File: src/hdl/mwm_pkg.sv
// Package of the wheel mixer: types, constants and the angle table.
package mwm_pkg;

    localparam logic [14:0] DZ_RESET = 15'd4915;
    localparam logic signed [15:0] UNIT_Q14 = 16'sd16384;
    localparam logic [3:0] CORDIC_LAST = 4'd15;
    localparam logic [3:0] DIV_LAST = 4'd7;

    typedef struct packed {
        logic signed [15:0] x;
        logic signed [15:0] y;
        logic signed [15:0] r;
        logic [15:0]        rmag;
        logic               trans_dead;
    } t_cmd;

    typedef enum logic [2:0] {
        ST_IDLE,
        ST_ITER,
        ST_MUL1,
        ST_MUL2,
        ST_NUM,
        ST_DIV,
        ST_DONE
    } t_state;

    // Arctangent of 2^-i as a fraction of a turn, scaled by 65536.
    function automatic logic [13:0] turn_table(input logic [3:0] idx);
        logic [13:0] val;
        unique case (idx)
            4'd0:  val = 14'd8192;
            4'd1:  val = 14'd4836;
            4'd2:  val = 14'd2555;
            4'd3:  val = 14'd1297;
            4'd4:  val = 14'd651;
            4'd5:  val = 14'd326;
            4'd6:  val = 14'd163;
            4'd7:  val = 14'd81;
            4'd8:  val = 14'd41;
            4'd9:  val = 14'd20;
            4'd10: val = 14'd10;
            4'd11: val = 14'd5;
            4'd12: val = 14'd3;
            4'd13: val = 14'd1;
            4'd14: val = 14'd1;
            default: val = 14'd0;
        endcase
        return val;
    endfunction

endpackage

File: src/hdl/mwm_queue.sv
// Two-word queue between the front end and the arithmetic back end.
module mwm_queue (
    input  logic          i_clk,
    input  logic          i_rst_n,
    input  logic          i_push,
    input  mwm_pkg::t_cmd i_cmd,
    output logic          o_full,
    input  logic          i_pop,
    output logic          o_empty,
    output mwm_pkg::t_cmd o_cmd
);
    import mwm_pkg::*;

    t_cmd       r_mem [2];
    logic       r_wr, r_rd;
    logic [1:0] r_count;

    assign o_full  = (r_count == 2'd2);
    assign o_empty = (r_count == 2'd0);
    assign o_cmd   = r_mem[r_rd];

    always_ff @(posedge i_clk) begin
        if (!i_rst_n) begin
            r_wr    <= 1'b0;
            r_rd    <= 1'b0;
            r_count <= 2'd0;
        end else begin
            if (i_push) begin
                r_wr <= !r_wr;
            end
            if (i_pop) begin
                r_rd <= !r_rd;
            end
            r_count <= r_count + 2'(i_push) - 2'(i_pop);
        end
    end

    always_ff @(posedge i_clk) begin
        if (i_push) begin
            r_mem[r_wr] <= i_cmd;
        end
    end
endmodule

File: config.mk
export PLATFORM = sky130hd
export DESIGN_NAME = mwm_queue
export DESIGN_NICKNAME = d
export VERILOG_FILES = /design/src/hdl/mwm_pkg.sv /design/src/hdl/mwm_queue.sv
export SDC_FILE = /design/constraint.sdc
export NUM_CORES = 1
export LEC_CHECK = 0
export BUFFER_PORTS_ARGS = -buffer_cell sky130_fd_sc_hd__buf_2
export CORE_MARGIN = 3
export CORE_UTILIZATION = 52
export CTS_CLUSTER_SIZE = 28
export DETAILED_ROUTE_END_ITERATION = 6
export PLACE_DENSITY_LB_ADDON = 0.2
export RECOVER_POWER = 25
export SYNTH_ARGS = -nofsm -noshare
export SYNTH_HDL_FRONTEND = slang
export SYNTH_SLANG_ARGS = --single-unit
File: constraint.sdc
create_clock -name i_clk -period 5.2 [get_ports i_clk]
set_input_delay 0.52 -clock i_clk [delete_from_list [all_inputs] [get_ports i_clk]]
set_output_delay 0.52 -clock i_clk [all_outputs]
set_load 0.005 [all_outputs]
==> results.txt <==
Run status: complete, no violations
Most frequent cells in the layout: 130 x sky130_fd_sc_hd__edfxtp_1, 126 x sky130_fd_sc_hd__buf_2, 50 x sky130_fd_sc_hd__mux2_4
Post-Synthesis Net Count: 294
Number of antenna diodes: 0
Wire length of the first global-routing pass: 13.1 mm
Total I/O pin count: 136
Cts repair resizes: 0
Fraction of layout cells with a size suffix above 1: 0.586
CP delay by family, top: flip-flops
Synthesized instance count: 223
DRC violations left: 0
Nets: 442
Number of failing hold endpoints at the final stage: 0
Final estimated routing congestion in global placement: 0.675
Highest clock frequency the design can meet: 368 MHz
Worst vdd ir: 0.000245 V
Max-slew violations: 0
Via-to-Cell Ratio: 4.83
Kind of critical path: reg2out
Type of the tightest min-delay check: in2reg
Global-route usage over all layers: 0.157
Number of levels in the clock H-tree: 4
Post-route fraction of the period consumed by the critical path: 0.523
Effective utilization at floorplan: 0.544
Clk root buf: sky130_fd_sc_hd__clkbuf_8
Hold Buf Count CTS: 0
Cell taking the most area after synthesis: sky130_fd_sc_hd__edfxtp_1
Arrival time of the worst setup path: 2200 ps
Floorplan row count: 35
Antenna-violating nets left: 0
Horizontal die dimension: 105 microns
Critical Path, Cell by Cell: mux2_2, buf_2
Number of failing setup endpoints in the final timing report: 0
Number of buffers created by CTS: 17
Post-DR wirelength/cell: 16.1 microns
Port Buffer Count: 135
Overall overflow remaining after global route: 0
Total power draw: 2.75 mW
TritonCTS clock tree: yes
CP max FO: 65
Worst path required time: 4680 ps
Setup Total Neg Slack: 0 ps
# Post-CTS Setup Buffers: 0
Ys Warns: 0
Worst slew slack as a fraction of its limit: 0.231
Syn Std Cell Area: 5120 sq um
Number of clock sinks: 135
Flip-flop and latch count after synthesis: 135
Area growth, synth to finish: 27.2%
Min cycle time layout: 2720 ps
Number of global-route vias before repair: 2615
Post-DP HPWL: 5.13 mm
Clock Skews: 5.01 ps
Number of antenna violations at the first check in global routing: 0
Largest buffer count on any clock path: 2
Area of the core region: 9420 sq um
Most common library cell in the layout ignoring fill and taps: sky130_fd_sc_hd__edfxtp_1
Final core area utilization: 0.692
Die ar.: 11100 sq um
Maximum number of pins on one net before global-route repair: 66
Total leakage power: 2.57 nW
Launching point of the worst reg2reg path: r_wr
Critical path's largest stage delay: 1130 ps
Launch point of the worst hold path: i_cmd[6]
Slew of the pin with the lowest slew margin: 1150 ps
Cell types occupying the most area after synthesis: sky130_fd_sc_hd__edfxtp_1 76%, sky130_fd_sc_hd__mux2_4 15%, sky130_fd_sc_hd__mux2_2 3.3%
Routed WL: 8.28 mm
Register area share after synthesis: 0.782
Distinct cells, synth: 14
Kind of start point of the critical path: flip-flop
Setup repair after global routing missed its margin: no
Vert. Die Dim: 105 microns
CTS clk-pin slew, worst paths: 60 ps
DRC marker count from the first detailed-route iteration: 129
Total of fill cells in the finished design: 619
First-pass DRT Iterations: 4
Clock network latency to the later pin of the worst-skew pair: 500 ps
Total buffers and inverters traversed by the critical path: 1
Power per standard cell area: 423 nW/um^2
Overall via count from detail_route: 2478
Mapped Avg Cell Area: 23.0 sq um
Cell with the largest stage delay on the worst path: sky130_fd_sc_hd__dfxtp_4
Endpoint class of the critical path: output pin
Max cap viols: 0
Top cell type's share of synthesized area: 0.762
-- layout make-up --
| cell class | count | area, sq um | share of cell area |
|---|---|---|---|
| multi-input combinational | 79 | 1050 | 0.161 |
| timing repair buffer | 136 | 672 | 0.103 |
| tap | 129 | 161 | 0.0248 |
| inverter | 2 | 7.51 | 0.00115 |
| clock buffer | 18 | 418 | 0.0642 |
| clock inverter | 14 | 199 | 0.0305 |
| sequential | 135 | 4010 | 0.615 |
-- worst paths after layout --
check | to | slack [ps] | cells after the start
max | o_cmd[5] | 2480 | 2
min | r_mem[0][6] | 200 | 1
max reg2reg | r_mem[0][53] | 3150 | 2
min reg2reg | flip-flop | 570 | 2
-- sequential cells by signal, indices dropped and copies added, names as in the netlist, named ones only --
signal and count:
r_mem 130, r_count 2, r_rd 1, r_wr 1
-- cell usage after synthesis --
cell type,count
sky130_fd_sc_hd__buf_6,6
sky130_fd_sc_hd__nor2b_1,4
sky130_fd_sc_hd__xor2_1,1
sky130_fd_sc_hd__buf_2,1
sky130_fd_sc_hd__inv_1,2
sky130_fd_sc_hd__nor2_1,1
sky130_fd_sc_hd__dfxtp_1,5
sky130_fd_sc_hd__and2_1,4
sky130_fd_sc_hd__mux2_2,15
sky130_fd_sc_hd__xnor3_1,1
sky130_fd_sc_hd__ha_1,2
sky130_fd_sc_hd__mux2_4,50
sky130_fd_sc_hd__edfxtp_1,130
sky130_fd_sc_hd__o21a_1,1
-- metrics by stage --
step	cells	instance area [sq um]	setup WS [ps]	hold WS, ps
after floorplan	223	5120	1290	555
after global placement	481	5910	2770	560
after detailed placement	481	5910	2730	571
after CTS	513	6520	2420	171
after global routing	513	6510	2340	174
final	513	6510	2480	204
-- routing by layer --
metal	wire length, microns	part of all wire	vias up	global-route usage
met5	0	0	-	0
li1	-	-	1179	-
met3	701	0.085	8	0.0667
met1	3240	0.39	1199	0.182
met2	4270	0.52	92	0.260
met4	72	0.0087	0	0.0619
-- power by group --
| part | internal, mW | total, mW | leakage (nW) | switching (mW) |
|---|---|---|---|---|
| clock network | 0.784 | 1.22 | 0.295 | 0.437 |
| logic | 0.145 | 0.232 | 1.02 | 0.0862 |
| registers | 1.26 | 1.30 | 1.26 | 0.0416 |
-- cells by family (layout without fill, tap and decap cells) --
family,after synthesis,count (layout),share of synthesized area
compound gates,1,1,0.00147
flops,135,135,0.782
mux,65,65,0.180
simple gates,9,9,0.0105
buf+inv,9,170,0.0156
xor+xnor,2,2,0.00611
fa+ha+maj,2,2,0.00489
Note: power is estimated with default switching activity, not from simulation.
