$ cat src/hdl/mwm_pkg.sv
// Package of the wheel mixer: types, constants and the angle table.
package mwm_pkg;

    localparam logic [14:0] DZ_RESET = 15'd4915;
    localparam logic signed [15:0] UNIT_Q14 = 16'sd16384;
    localparam logic [3:0] CORDIC_LAST = 4'd15;
    localparam logic [3:0] DIV_LAST = 4'd7;

    typedef struct packed {
        logic signed [15:0] x;
        logic signed [15:0] y;
        logic signed [15:0] r;
        logic [15:0]        rmag;
        logic               trans_dead;
    } t_cmd;

    typedef enum logic [2:0] {
        ST_IDLE,
        ST_ITER,
        ST_MUL1,
        ST_MUL2,
        ST_NUM,
        ST_DIV,
        ST_DONE
    } t_state;

    // Arctangent of 2^-i as a fraction of a turn, scaled by 65536.
    function automatic logic [13:0] turn_table(input logic [3:0] idx);
        logic [13:0] val;
        unique case (idx)
            4'd0:  val = 14'd8192;
            4'd1:  val = 14'd4836;
            4'd2:  val = 14'd2555;
            4'd3:  val = 14'd1297;
            4'd4:  val = 14'd651;
            4'd5:  val = 14'd326;
            4'd6:  val = 14'd163;
            4'd7:  val = 14'd81;
            4'd8:  val = 14'd41;
            4'd9:  val = 14'd20;
            4'd10: val = 14'd10;
            4'd11: val = 14'd5;
            4'd12: val = 14'd3;
            4'd13: val = 14'd1;
            4'd14: val = 14'd1;
            default: val = 14'd0;
        endcase
        return val;
    endfunction

endpackage

$ cat src/hdl/mwm_front.sv
// Front end: takes stick samples, scales them to Q1.15 and applies the dead zones.
module mwm_front #(
    parameter int AXIS_BITS = 16
) (
    input  logic                        i_clk,
    input  logic                        i_rst_n,
    input  logic                        i_valid,
    output logic                        o_ready,
    input  logic signed [AXIS_BITS-1:0] i_joy_x,
    input  logic signed [AXIS_BITS-1:0] i_joy_y,
    input  logic signed [AXIS_BITS-1:0] i_joy_r,
    input  logic [14:0]                 i_dead_zone,
    output logic                        o_push,
    output mwm_pkg::t_cmd               o_cmd,
    input  logic                        i_full
);
    import mwm_pkg::*;

    logic signed [15:0] x16, y16, r16;
    logic [15:0]        ax, ay, ar, dz16;
    logic               r_valid;
    t_cmd               r_cmd;
    t_cmd               n_cmd;

    generate
        if (AXIS_BITS >= 16) begin : g_narrow
            assign x16 = i_joy_x[AXIS_BITS-1 -: 16];
            assign y16 = i_joy_y[AXIS_BITS-1 -: 16];
            assign r16 = i_joy_r[AXIS_BITS-1 -: 16];
        end else begin : g_widen
            assign x16 = {i_joy_x, {(16-AXIS_BITS){1'b0}}};
            assign y16 = {i_joy_y, {(16-AXIS_BITS){1'b0}}};
            assign r16 = {i_joy_r, {(16-AXIS_BITS){1'b0}}};
        end
    endgenerate

    // Full-scale negative gives 0x8000, which reads correctly as unsigned.
    assign ax   = x16[15] ? 16'(-x16) : 16'(x16);
    assign ay   = y16[15] ? 16'(-y16) : 16'(y16);
    assign ar   = r16[15] ? 16'(-r16) : 16'(r16);
    assign dz16 = {1'b0, i_dead_zone};

    always_comb begin
        n_cmd.x          = x16;
        n_cmd.y          = y16;
        n_cmd.trans_dead = (ax < dz16) && (ay < dz16);
        if (ar < dz16) begin
            n_cmd.r    = '0;
            n_cmd.rmag = '0;
        end else begin
            n_cmd.r    = r16;
            n_cmd.rmag = ar;
        end
    end

    assign o_ready = !r_valid || !i_full;
    assign o_push  = r_valid && !i_full;
    assign o_cmd   = r_cmd;

    always_ff @(posedge i_clk) begin
        if (!i_rst_n) begin
            r_valid <= 1'b0;
        end else if (o_ready) begin
            r_valid <= i_valid;
        end
    end

    always_ff @(posedge i_clk) begin
        if (o_ready && i_valid) begin
            r_cmd <= n_cmd;
        end
    end
endmodule

$ cat config.mk
export PLATFORM = sky130hd
export DESIGN_NAME = mwm_front
export DESIGN_NICKNAME = d
export VERILOG_FILES = /design/src/hdl/mwm_pkg.sv /design/src/hdl/mwm_front.sv
export SDC_FILE = /design/constraint.sdc
export NUM_CORES = 1
export LEC_CHECK = 0
export ABC_CLOCK_PERIOD_IN_PS = 3750
export BUFFER_PORTS_ARGS = -buffer_cell sky130_fd_sc_hd__buf_4
export CAP_MARGIN = 15
export CORE_ASPECT_RATIO = 2
export CORE_MARGIN = 2
export CORE_UTILIZATION = 46
export CTS_BUF_LIST = sky130_fd_sc_hd__clkbuf_8
export DETAILED_ROUTE_END_ITERATION = 6
export PLACE_DENSITY = 0.74
export SETUP_SLACK_MARGIN = 0.15
export SYNTH_ARGS = -nofsm -noshare
export SYNTH_HDL_FRONTEND = slang
export SYNTH_SLANG_ARGS = --single-unit
$ cat constraint.sdc
create_clock -name i_clk -period 3.75 [get_ports i_clk]
set_clock_uncertainty 0.15 [all_clocks]
set_input_delay 0.375 -clock i_clk [delete_from_list [all_inputs] [get_ports i_clk]]
set_output_delay 0.375 -clock i_clk [all_outputs]
set_load 0.05 [all_outputs]
==> results of run 1 <==
[critical path: cells and delay by family]
kind	cells	cell delay (ns)
and+or+nand+nor	4	1.09
AOI/OAI and AO/OA	5	0.99
adders and majority gates	2	0.46
buffers and inverters	2	0.18
xor gates and xnor gates	1	0.16
[worst max-delay path by stage]
stage	start	endpoint	slack, ns
2_1_floorplan	i_joy_r[6]	o_cmd[17]	0.56
3_3_place_gp	i_joy_y[1]	o_cmd[0]	0.29
3_5_place_dp	i_joy_y[1]	o_cmd[0]	0.20
4_1_cts	i_joy_y[1]	o_cmd[0]	0.57
5_1_grt	i_joy_y[1]	o_cmd[0]	0.34
6_report	i_joy_y[0]	o_cmd[0]	0.54
[cell type report]
| type | instances | area, um2 | area share (%) |
|---|---|---|---|
| sequential | 65 | 1942 | 35.77 |
| multi-input combinational | 259 | 2041 | 37.59 |
| timing repair buffer | 138 | 1049 | 19.31 |
| clock buffer | 9 | 123.9 | 2.282 |
| clock inverter | 7 | 62.56 | 1.152 |
| tap | 100 | 125.1 | 2.305 |
| inverter | 23 | 86.33 | 1.590 |
[cells by family after synthesis]
group,count (synthesis)
buf+inv,33
flops,65
compound gates,98
xor+xnor,39
simple gates,77
fa+ha+maj,45
[metrics by stage]
stage          std cells  power (uW)  setup WS [ns]  hold WS, ns
3_3_place_gp         585        1581         0.2851       0.3506
5_1_grt              601        2255         0.3409      0.05509
4_1_cts              601        2174         0.5733      0.04976
3_5_place_dp         585        1601         0.2048       0.3744
6_report             601        2158         0.5404      0.06413
2_1_floorplan        357        1368         0.5580       0.3239
[routing by layer]
| layer | track usage, % | share of wire, % | up-vias |
|---|---|---|---|
| li1 | - | - | 1629 |
| met1 | 21.19 | 33 | 1575 |
| met2 | 43.67 | 59 | 104 |
| met3 | 4.724 | 4.8 | 18 |
| met4 | 8.700 | 2.5 | 0 |
| met5 | 0 | 0 | - |
[layout by cell type (no fill, tap or decap), drive strengths merged, types with 8 or more instances in the layout]
cell type	netlist	layout
ha	45	45
nor3	8	8
o41ai	9	9
buf	5	138
clkbuf	5	9
o31ai	10	10
nand2	21	21
inv	23	24
a21oi	20	20
a21boi	29	29
o21ai	17	17
xnor2	36	36
nand3	8	8
edfxtp	64	64
[power by group]
part	switching, uW	leakage, uW	internal (uW)
Clock	275	0.0000939	299
Combinational	439	0.00158	257
Sequential	15.9	0.000637	871
[sequential cells by signal, summed over array words and instances, names as in the netlist]
signal	count
o_cmd	64
r_valid	1
==> run metrics, run 1 <==
nets=608; Crit Path Category=in2reg; largest family of logic cells by synthesized area=compound AO/OA/AOI/OAI gates; die width=70.98 um; Post-synth top cells=64 x edfxtp_1, 45 x ha_1, 36 x xnor2_1; Achievable Freq=~310 MHz; adder-cell share of the synthesized area=approximately 14%; Worst-Margin Slew=0.5616 ns; Post-Syn Instances=357; Req. time, crit path=3.80 ns; WL per Instance=between 15 and 20 um; leak pwr=~0.0023 uW; area delta synth->final=31.52%; RSZ-0062 raised after global routing=no; Yosys reg bits=65; maxcap violations=0; RePlAce Congestion=0.8854; worst hold start=i_joy_y[1]; Die Height=138.0 um; Num CTS Buffers=9; Area after DPL=5243 um2; via count=3326; antenna violations before repair=0; H-tree depth=3; synthesis warning total=0; # rows=48; All-Layer GR Usage=21.94%; first-pass GRT wire length=16.56 mm; largest net degree at the start of global routing=31; Worst path most repeated cell=ha_1; layout cells sized above 1=between 30% and 40%; CTS tree=yes; RR Startpoint=r_valid; antenna cells=0; worst reg2reg path depth=3; Synth area leader=edfxtp_1; DRT Wirelength=10.36 mm; crit start category=input pin; Hold Violations, Final=0; fraction of the mapped netlist area in simple logic gates=10.06%; worst skew pair latency=approximately 0.35 ns; Slowest cell on crit path=or4b_2; # resized after CTS=0; post-synth top area share=between 40% and 50%; WHS Path Cells=1; vias in the first global route=3488; R2R Setup Slk=around 2.0 ns; Via density=5.534; Worst IR Drop VDD=272.0 uV; PD cells=397.4 nW/um2; Synth Cell Area=4128 um2; number of distinct library cells after synthesis=45; post-synth net total=469; fin crit period=3.210 ns; mux contribution to synthesized area=0%; Final Cell Area=5429 um2; TNS Setup=0 ns; CORE AREA=around 8600 um2; Tcrit/Tclk final=between 80% and 90%; CTS Buffer Depth=2; fin util=62.77%; most common cell in the netlist=edfxtp_1; worst-path fanout max=4; xor-xnor portion of the synthesized cell area=8.275%; HP Class=in2reg; crit-path max cell delay=0.68 ns; final setup fails=0; CP Data Arrival Time=3.26 ns; I/O pin total=134; top_reg_cell synth=edfxtp_1; dpl hpwl=8.426 mm; status=finished clean; # clock sinks=65; compound-cell area share of the yosys netlist=17.34%; GRT overflow=0; post-CTS setup buffer count=0; Port Buffer Count=133; EDFF count, synth=64; CP cell instances=buf_4 -> inv_1 -> ha_1 -> nand2b_1 -> or4b_2 -> o41ai_2 -> nand2_1 -> xor2_1 -> ha_1 -> a21oi_1 -> a21boi_0 -> o31ai_1 -> o311ai_0 -> nor3_1; DRT iter0 DRCs=208; ranking of synthesized cells by area=edfxtp_1 47%, ha_1 14%, xnor2_1 7.6%; slew margin rel.=a little over three fifths; hold endpoint=o_cmd[34]; Pre-Repair DR Iteration Count=4; die area=9793 um2; Seq/Total Area, Yosys=47.04%; DRC errors left=0; Initial Util=between 40% and 50%; asr flop ratio synth=0%; synthesized area per cell=11.56 um2; Hold-fix buffers, CTS=0; Worst R2R End=o_cmd[5]; Clk pin slew, worst setup/hold paths=0.08 ns; ANT nets after route=0; Worst setup EP type=flip-flop; clk root buf=clkbuf_8; count of pins over their slew limit=0; fill count=691
(Power assumes the default switching activity.)
==> run 2: changes to the inputs <==
--- a/config.mk
+++ b/config.mk
@@ -10,10 +10,11 @@
 export CAP_MARGIN = 15
 export CORE_ASPECT_RATIO = 2
 export CORE_MARGIN = 2
-export CORE_UTILIZATION = 46
+export CORE_UTILIZATION = 53
 export CTS_BUF_LIST = sky130_fd_sc_hd__clkbuf_8
+export CTS_CLUSTER_SIZE = 24
 export DETAILED_ROUTE_END_ITERATION = 6
-export PLACE_DENSITY = 0.74
+export PLACE_DENSITY = 0.83
 export SETUP_SLACK_MARGIN = 0.15
 export SYNTH_ARGS = -nofsm -noshare
 export SYNTH_HDL_FRONTEND = slang
==> run 2 against run 1 <==
Compared with the run above: sequential power hardly changed; critical path type unchanged; hold slack worse by 0.0016 ns; critical path depth unchanged.
==> run metrics, run 2 (same netlist as run 1, synthesis figures left out) <==
largest net degree at the start of global routing=35 (+13%); die area=8553 um2 (-13%); Tcrit/Tclk final=87.76% (+2.2 points); Hold-fix buffers, CTS=0 (unchanged); crit start category=input pin; HP Class=in2reg; Worst setup EP type=flip-flop; TNS Setup=0 ns (unchanged); worst-path fanout max=3 (-1); maxcap violations=0 (unchanged); Req. time, crit path=3.81 ns (about the same); # rows=45 (-6.3%); worst skew pair latency=0.36 ns (about the same); post-CTS setup buffer count=0 (unchanged); count of pins over their slew limit=0 (unchanged); via count=3442 (+3.5%); status=finished clean; GRT overflow=0 (unchanged); # clock sinks=65 (unchanged); Via density=5.795 (+4.7%); Worst-Margin Slew=0.7387 ns (+0.1771 ns); first-pass GRT wire length=15.79 mm (-4.6%); vias in the first global route=3398 (-2.6%); slew margin rel.=50.75% (-12 points); fin crit period=3.291 ns (+0.08142 ns); CORE AREA=7601 um2 (-12%); CTS Buffer Depth=2 (unchanged); Hold Violations, Final=0 (unchanged); final setup fails=0 (unchanged); PD cells=395.4 nW/um2 (-0.51%); All-Layer GR Usage=24.87% (+2.9 points); H-tree depth=3 (unchanged); ANT nets after route=0 (unchanged); fill count=576 (-17%); RePlAce Congestion=0.8743 (-1.3%); DP Cell Count=578 (-1.2%); non-filler instance count after layout=594 (-1.2%); crit path from=i_joy_y[1]; layout cells sized above 1=34.40% (-0.13 points); most frequent cells in the layout=136 x buf_4, 64 x edfxtp_1, 45 x ha_1, 36 x xnor2_1, 25 x inv_1; CTS tree=yes; Worst IR Drop VDD=300.5 uV (+10%); antenna violations before repair=0 (unchanged); Clk pin slew, worst setup/hold paths=0.08 ns (about the same); fin util=71.21% (+8.4 points); Worst R2R End=o_cmd[14]; antenna cells=0 (unchanged); hold endpoint=o_cmd[34]; die width=66.40 um (-6.5%); WHS Path Cells=1 (unchanged); RR Startpoint=r_valid; DRC errors left=0 (unchanged); leak pwr=0.002315 uW (about the same); CP Data Arrival Time=3.35 ns (+0.09 ns); Port Buffer Count=133 (unchanged); dpl hpwl=8.021 mm (-4.8%); area delta synth->final=31.13%; RSZ-0062 raised after global routing=no; worst hold start=i_joy_y[1]; Achievable Freq=303.9 MHz (-2.5%); DRT iter0 DRCs=395 (+90%); Crit Path Category=in2reg; most common cell after layout, fill and taps aside=buf_4; # resized after CTS=0 (unchanged); Num CTS Buffers=9 (unchanged); Initial Util=54.30% (+6.6 points); nets=607 (-0.16%); Die Height=128.8 um (-6.6%); max reg flops=64 (unchanged); worst reg2reg path depth=3 (unchanged); Pre-Repair DR Iteration Count=4 (unchanged); Seq. cell area=1942 um2 (unchanged); clk root buf=clkbuf_8; R2R Setup Slk=1.70 ns (-0.26 ns); DRT Wirelength=10.21 mm (-1.4%); WL per Instance=17.19 um (-0.27%); I/O pin total=134 (unchanged); multi-input logic area=2041 um2 (unchanged)
-- run 2: changes by cell type in the layout (fill, tap and decap cells not counted), sizes merged --
cell	before	now
clkbuf	9	12
clkinv	3	1
buf	138	137
bufinv	1	0
clkinvlp	2	1
inv	24	25
-- run 2: worst max-delay path: stages --
cell and delay [ns]:
buf_4 0.12, inv_1 0.07, ha_1 0.15, nand2b_1 0.09
or4b_2 0.68, o41ai_2 0.34, nand2_1 0.12, xor2_1 0.16
ha_1 0.31, a21oi_1 0.18, a21boi_0 0.12, o31ai_1 0.26
o311ai_0 0.17, nor3_1 0.20
-- run 2: final cells by class --
class                           instances  share of cell area, %
Clock buffer                           12                  3.051
Clock inverter                          4                 0.3699
Inverter                               23                  1.595
Multi-Input combinational cell        259                  37.70
Sequential cell                        65                  35.88
Tap cell                               94                  2.173
Timing Repair Buffer                  137                  19.23
-- run 2: worst max-delay path by stage --
stage	to	slack, ns	cells after the start
after floorplan	o_cmd[17]	0.56	10
after global placement	o_cmd[0]	0.28	14
after detailed placement	o_cmd[0]	0.17	14
after CTS	o_cmd[0]	0.54	14
after global routing	o_cmd[0]	0.24	14
final	o_cmd[0]	0.46	14
-- run 2: metal layers --
| metal | GRT usage [%] | part of all wire [%] |
|---|---|---|
| met5 | 0 | 0 |
| met4 | 12.85 | 3.0 |
| met3 | 5.420 | 4.9 |
| met2 | 48.41 | 60 |
| met1 | 22.69 | 32 |
-- run 2: power breakdown --
| group | switching [uW] | total, uW | internal (uW) |
|---|---|---|---|
| Clock | 268 | 556 | 288 |
| Combinational | 441 | 697 | 257 |
| Sequential | 15.4 | 887 | 871 |
-- run 2: per-stage QoR --
stage / area (um2) / hold slack [ns] / setup WS, ns / total power, uW
2_1_floorplan: 4128 / 0.3239 / 0.5580 / 1368
3_3_place_gp: 5228 / 0.3477 / 0.2817 / 1575
3_5_place_dp: 5228 / 0.3630 / 0.1694 / 1597
4_1_cts: 5413 / 0.05974 / 0.5443 / 2146
5_1_grt: 5413 / 0.05783 / 0.2419 / 2227
6_report: 5413 / 0.06257 / 0.4590 / 2140
==> run 3: changes to the inputs <==
--- a/config.mk
+++ b/config.mk
@@ -15,6 +15,7 @@
 export CTS_CLUSTER_SIZE = 24
 export DETAILED_ROUTE_END_ITERATION = 6
 export PLACE_DENSITY = 0.83
+export RECOVER_POWER = 100
 export SETUP_SLACK_MARGIN = 0.15
 export SYNTH_ARGS = -nofsm -noshare
 export SYNTH_HDL_FRONTEND = slang
==> run 3 against run 2 <==
Compared with the run above: maximum frequency about the same; hold slack better by 0.019 ns; via count up 0.15%; the run now ends with max-capacitance violations, max-slew violations left; critical path type is now reg2reg; wire length up 1.0%; cell count unchanged; global-route usage unchanged; total power down 3.8%; non-clock buffer count unchanged.
==> run metrics, run 3 (same netlist as run 1, synthesis figures left out) <==
status=complete, but fails checks; failing checks=max-capacitance violations, max-slew violations; # resized after CTS=0 (unchanged); fin crit period=3.293 ns (+0.001867 ns); antenna violations before repair=0 (unchanged); Worst setup EP type=flip-flop; antenna cells=0 (unchanged); DRT Wirelength=10.31 mm (+1.0%); HP Class=in2reg; die area=8553 um2 (unchanged); post-CTS setup buffer count=0 (unchanged); R2R Setup Slk=0.46 ns (-1.24 ns); # rows=45 (unchanged); RePlAce Congestion=0.8743 (unchanged); dpl hpwl=8.021 mm (unchanged); Worst R2R End=o_cmd[6]; maxcap violations=1 (+1); CP Data Arrival Time=3.12 ns (-0.23 ns); final setup fails=0 (unchanged); Tcrit/Tclk final=87.81% (about the same); Hold Violations, Final=0 (unchanged); Req. time, crit path=3.58 ns (-0.23 ns); DRT iter0 DRCs=354 (-10%); PD cells=412.2 nW/um2 (+4.3%); most frequent cells in the layout=100 x clkbuf_1, 64 x edfxtp_1, 45 x ha_1, 36 x xnor2_1, 35 x buf_4; CORE AREA=7601 um2 (unchanged); Power, Total=2058 uW (-3.8%); hold endpoint=r_valid; CP cell instances=nand2_1 -> and2_0 -> clkbuf_2; first-pass GRT wire length=15.79 mm (unchanged); Port Buffer Count=133 (unchanged); CTS Buffer Depth=2 (unchanged); vias in the first global route=3398 (unchanged); Slowest cell on crit path=and2_0; Initial Util=54.30% (unchanged); clk root buf=clkbuf_8; RSZ-0062 raised after global routing=no; count of pins over their slew limit=32 (+32); most common cell after layout, fill and taps aside=clkbuf_1; DP Cell Count=578 (unchanged); worst-path fanout max=34 (+31); worst reg2reg path depth=3 (unchanged); leak pwr=0.001927 uW (-17%); via count=3447 (+0.15%); TNS Setup=0 ns (unchanged); slew margin rel.=-35.94% (-87 points); DRC errors left=0 (unchanged); Clk pwr share=26.8% (+0.8 points); switching portion of total power=34.66% (+0.83 points); share of power burned in registers=43.1% (+1.7 points); non-filler instance count after layout=594 (unchanged); crit-path max cell delay=1.50 ns (+0.82 ns); H-tree depth=3 (unchanged); Internal=1345 uW (-5.0%); WL per Instance=17.36 um (+1.0%); layout cells sized above 1=12.20% (-22 points); crit start category=flip-flop; area delta synth->final=20.95%; share of total power in combinational logic=30.1% (-2.5 points); Achievable Freq=303.7 MHz (about the same); worst hold start=i_rst_n; WHS Path Cells=2 (+1); die width=66.40 um (unchanged); ANT nets after route=0 (unchanged); Worst-Margin Slew=2.038 ns (+1.299 ns); Sw Pwr=713.3 uW (-1.5%); max reg flops=64 (unchanged); Crit Path Category=reg2reg; largest net degree at the start of global routing=35 (unchanged); RR Startpoint=r_valid; GRT overflow=0 (unchanged); I/O pin total=134 (unchanged); Hold-fix buffers, CTS=0 (unchanged); Via density=5.803 (+0.15%); Die Height=128.8 um (unchanged); nets=607 (unchanged); Worst IR Drop VDD=299.2 uV (-0.44%); # clock sinks=65 (unchanged); All-Layer GR Usage=24.87% (unchanged); Clk pin slew, worst setup/hold paths=0.07 ns (about the same); CTS tree=yes; Pre-Repair DR Iteration Count=4 (unchanged); Num CTS Buffers=9 (unchanged); worst skew pair latency=0.35 ns (about the same)
run 3: cell count changes in the layout (fill, tap and decap cells not counted), sizes merged:
cell	previous run	this run
clkbuf	12	113
buf	137	36
run 3: routing by layer:
| metal | global-route usage, % | routed length [um] | share of wire [%] |
|---|---|---|---|
| met5 | 0 | 0 | 0 |
| met4 | 12.85 | 320 | 3.1 |
| met2 | 48.41 | 6020 | 58 |
| met3 | 5.420 | 603 | 5.8 |
| met1 | 22.69 | 3369 | 33 |
run 3: worst max-delay path, delay by kind of cell (launching register included):
family        cells  cell delay (ns)
simple gates      2             1.57
flops             1             0.33
buf+inv           1             0.86
run 3: worst max path at each step:
stage               start   endpoint  slack (ns)  depth (start not counted)
3_3_place_gp   i_joy_y[1]   o_cmd[0]        0.28                         14
4_1_cts        i_joy_y[1]   o_cmd[0]        0.54                         14
5_1_grt           r_valid  o_cmd[19]        0.21                          3
6_report          r_valid   o_cmd[6]        0.46                          3
3_5_place_dp   i_joy_y[1]   o_cmd[0]        0.17                         14
2_1_floorplan  i_joy_r[6]  o_cmd[17]        0.56                         10
run 3: metrics by stage:
stage	area, um2	utilization, %	hold WS, ns	setup WS [ns]
finish	4992	65.68	0.08159	0.4572
global placement	5228	68.77	0.3477	0.2817
floorplan	4128	-	0.3239	0.5580
CTS	5413	71.21	0.05974	0.5443
global route	4992	65.68	0.1163	0.2091
detailed placement	5228	68.77	0.3630	0.1694
run 3: power by group through the flow:
stage | Clock, uW | Combinational, uW | Sequential [uW]
2_1_floorplan | 0 | 270 | 1100
3_3_place_gp | 0 | 674 | 901
3_5_place_dp | 0 | 694 | 903
4_1_cts | 560 | 698 | 888
5_1_grt | 587 | 666 | 892
6_report | 552 | 619 | 887
run 3: final cells by class:
cell class / instances / area, um2
Fill cell: 717 / 2609
Clock buffer: 12 / 165.2
Clock inverter: 4 / 20.02
Inverter: 23 / 86.33
Timing Repair Buffer: 137 / 663.1
Tap cell: 94 / 117.6
Multi-Input combinational cell: 259 / 1998
Sequential cell: 65 / 1942
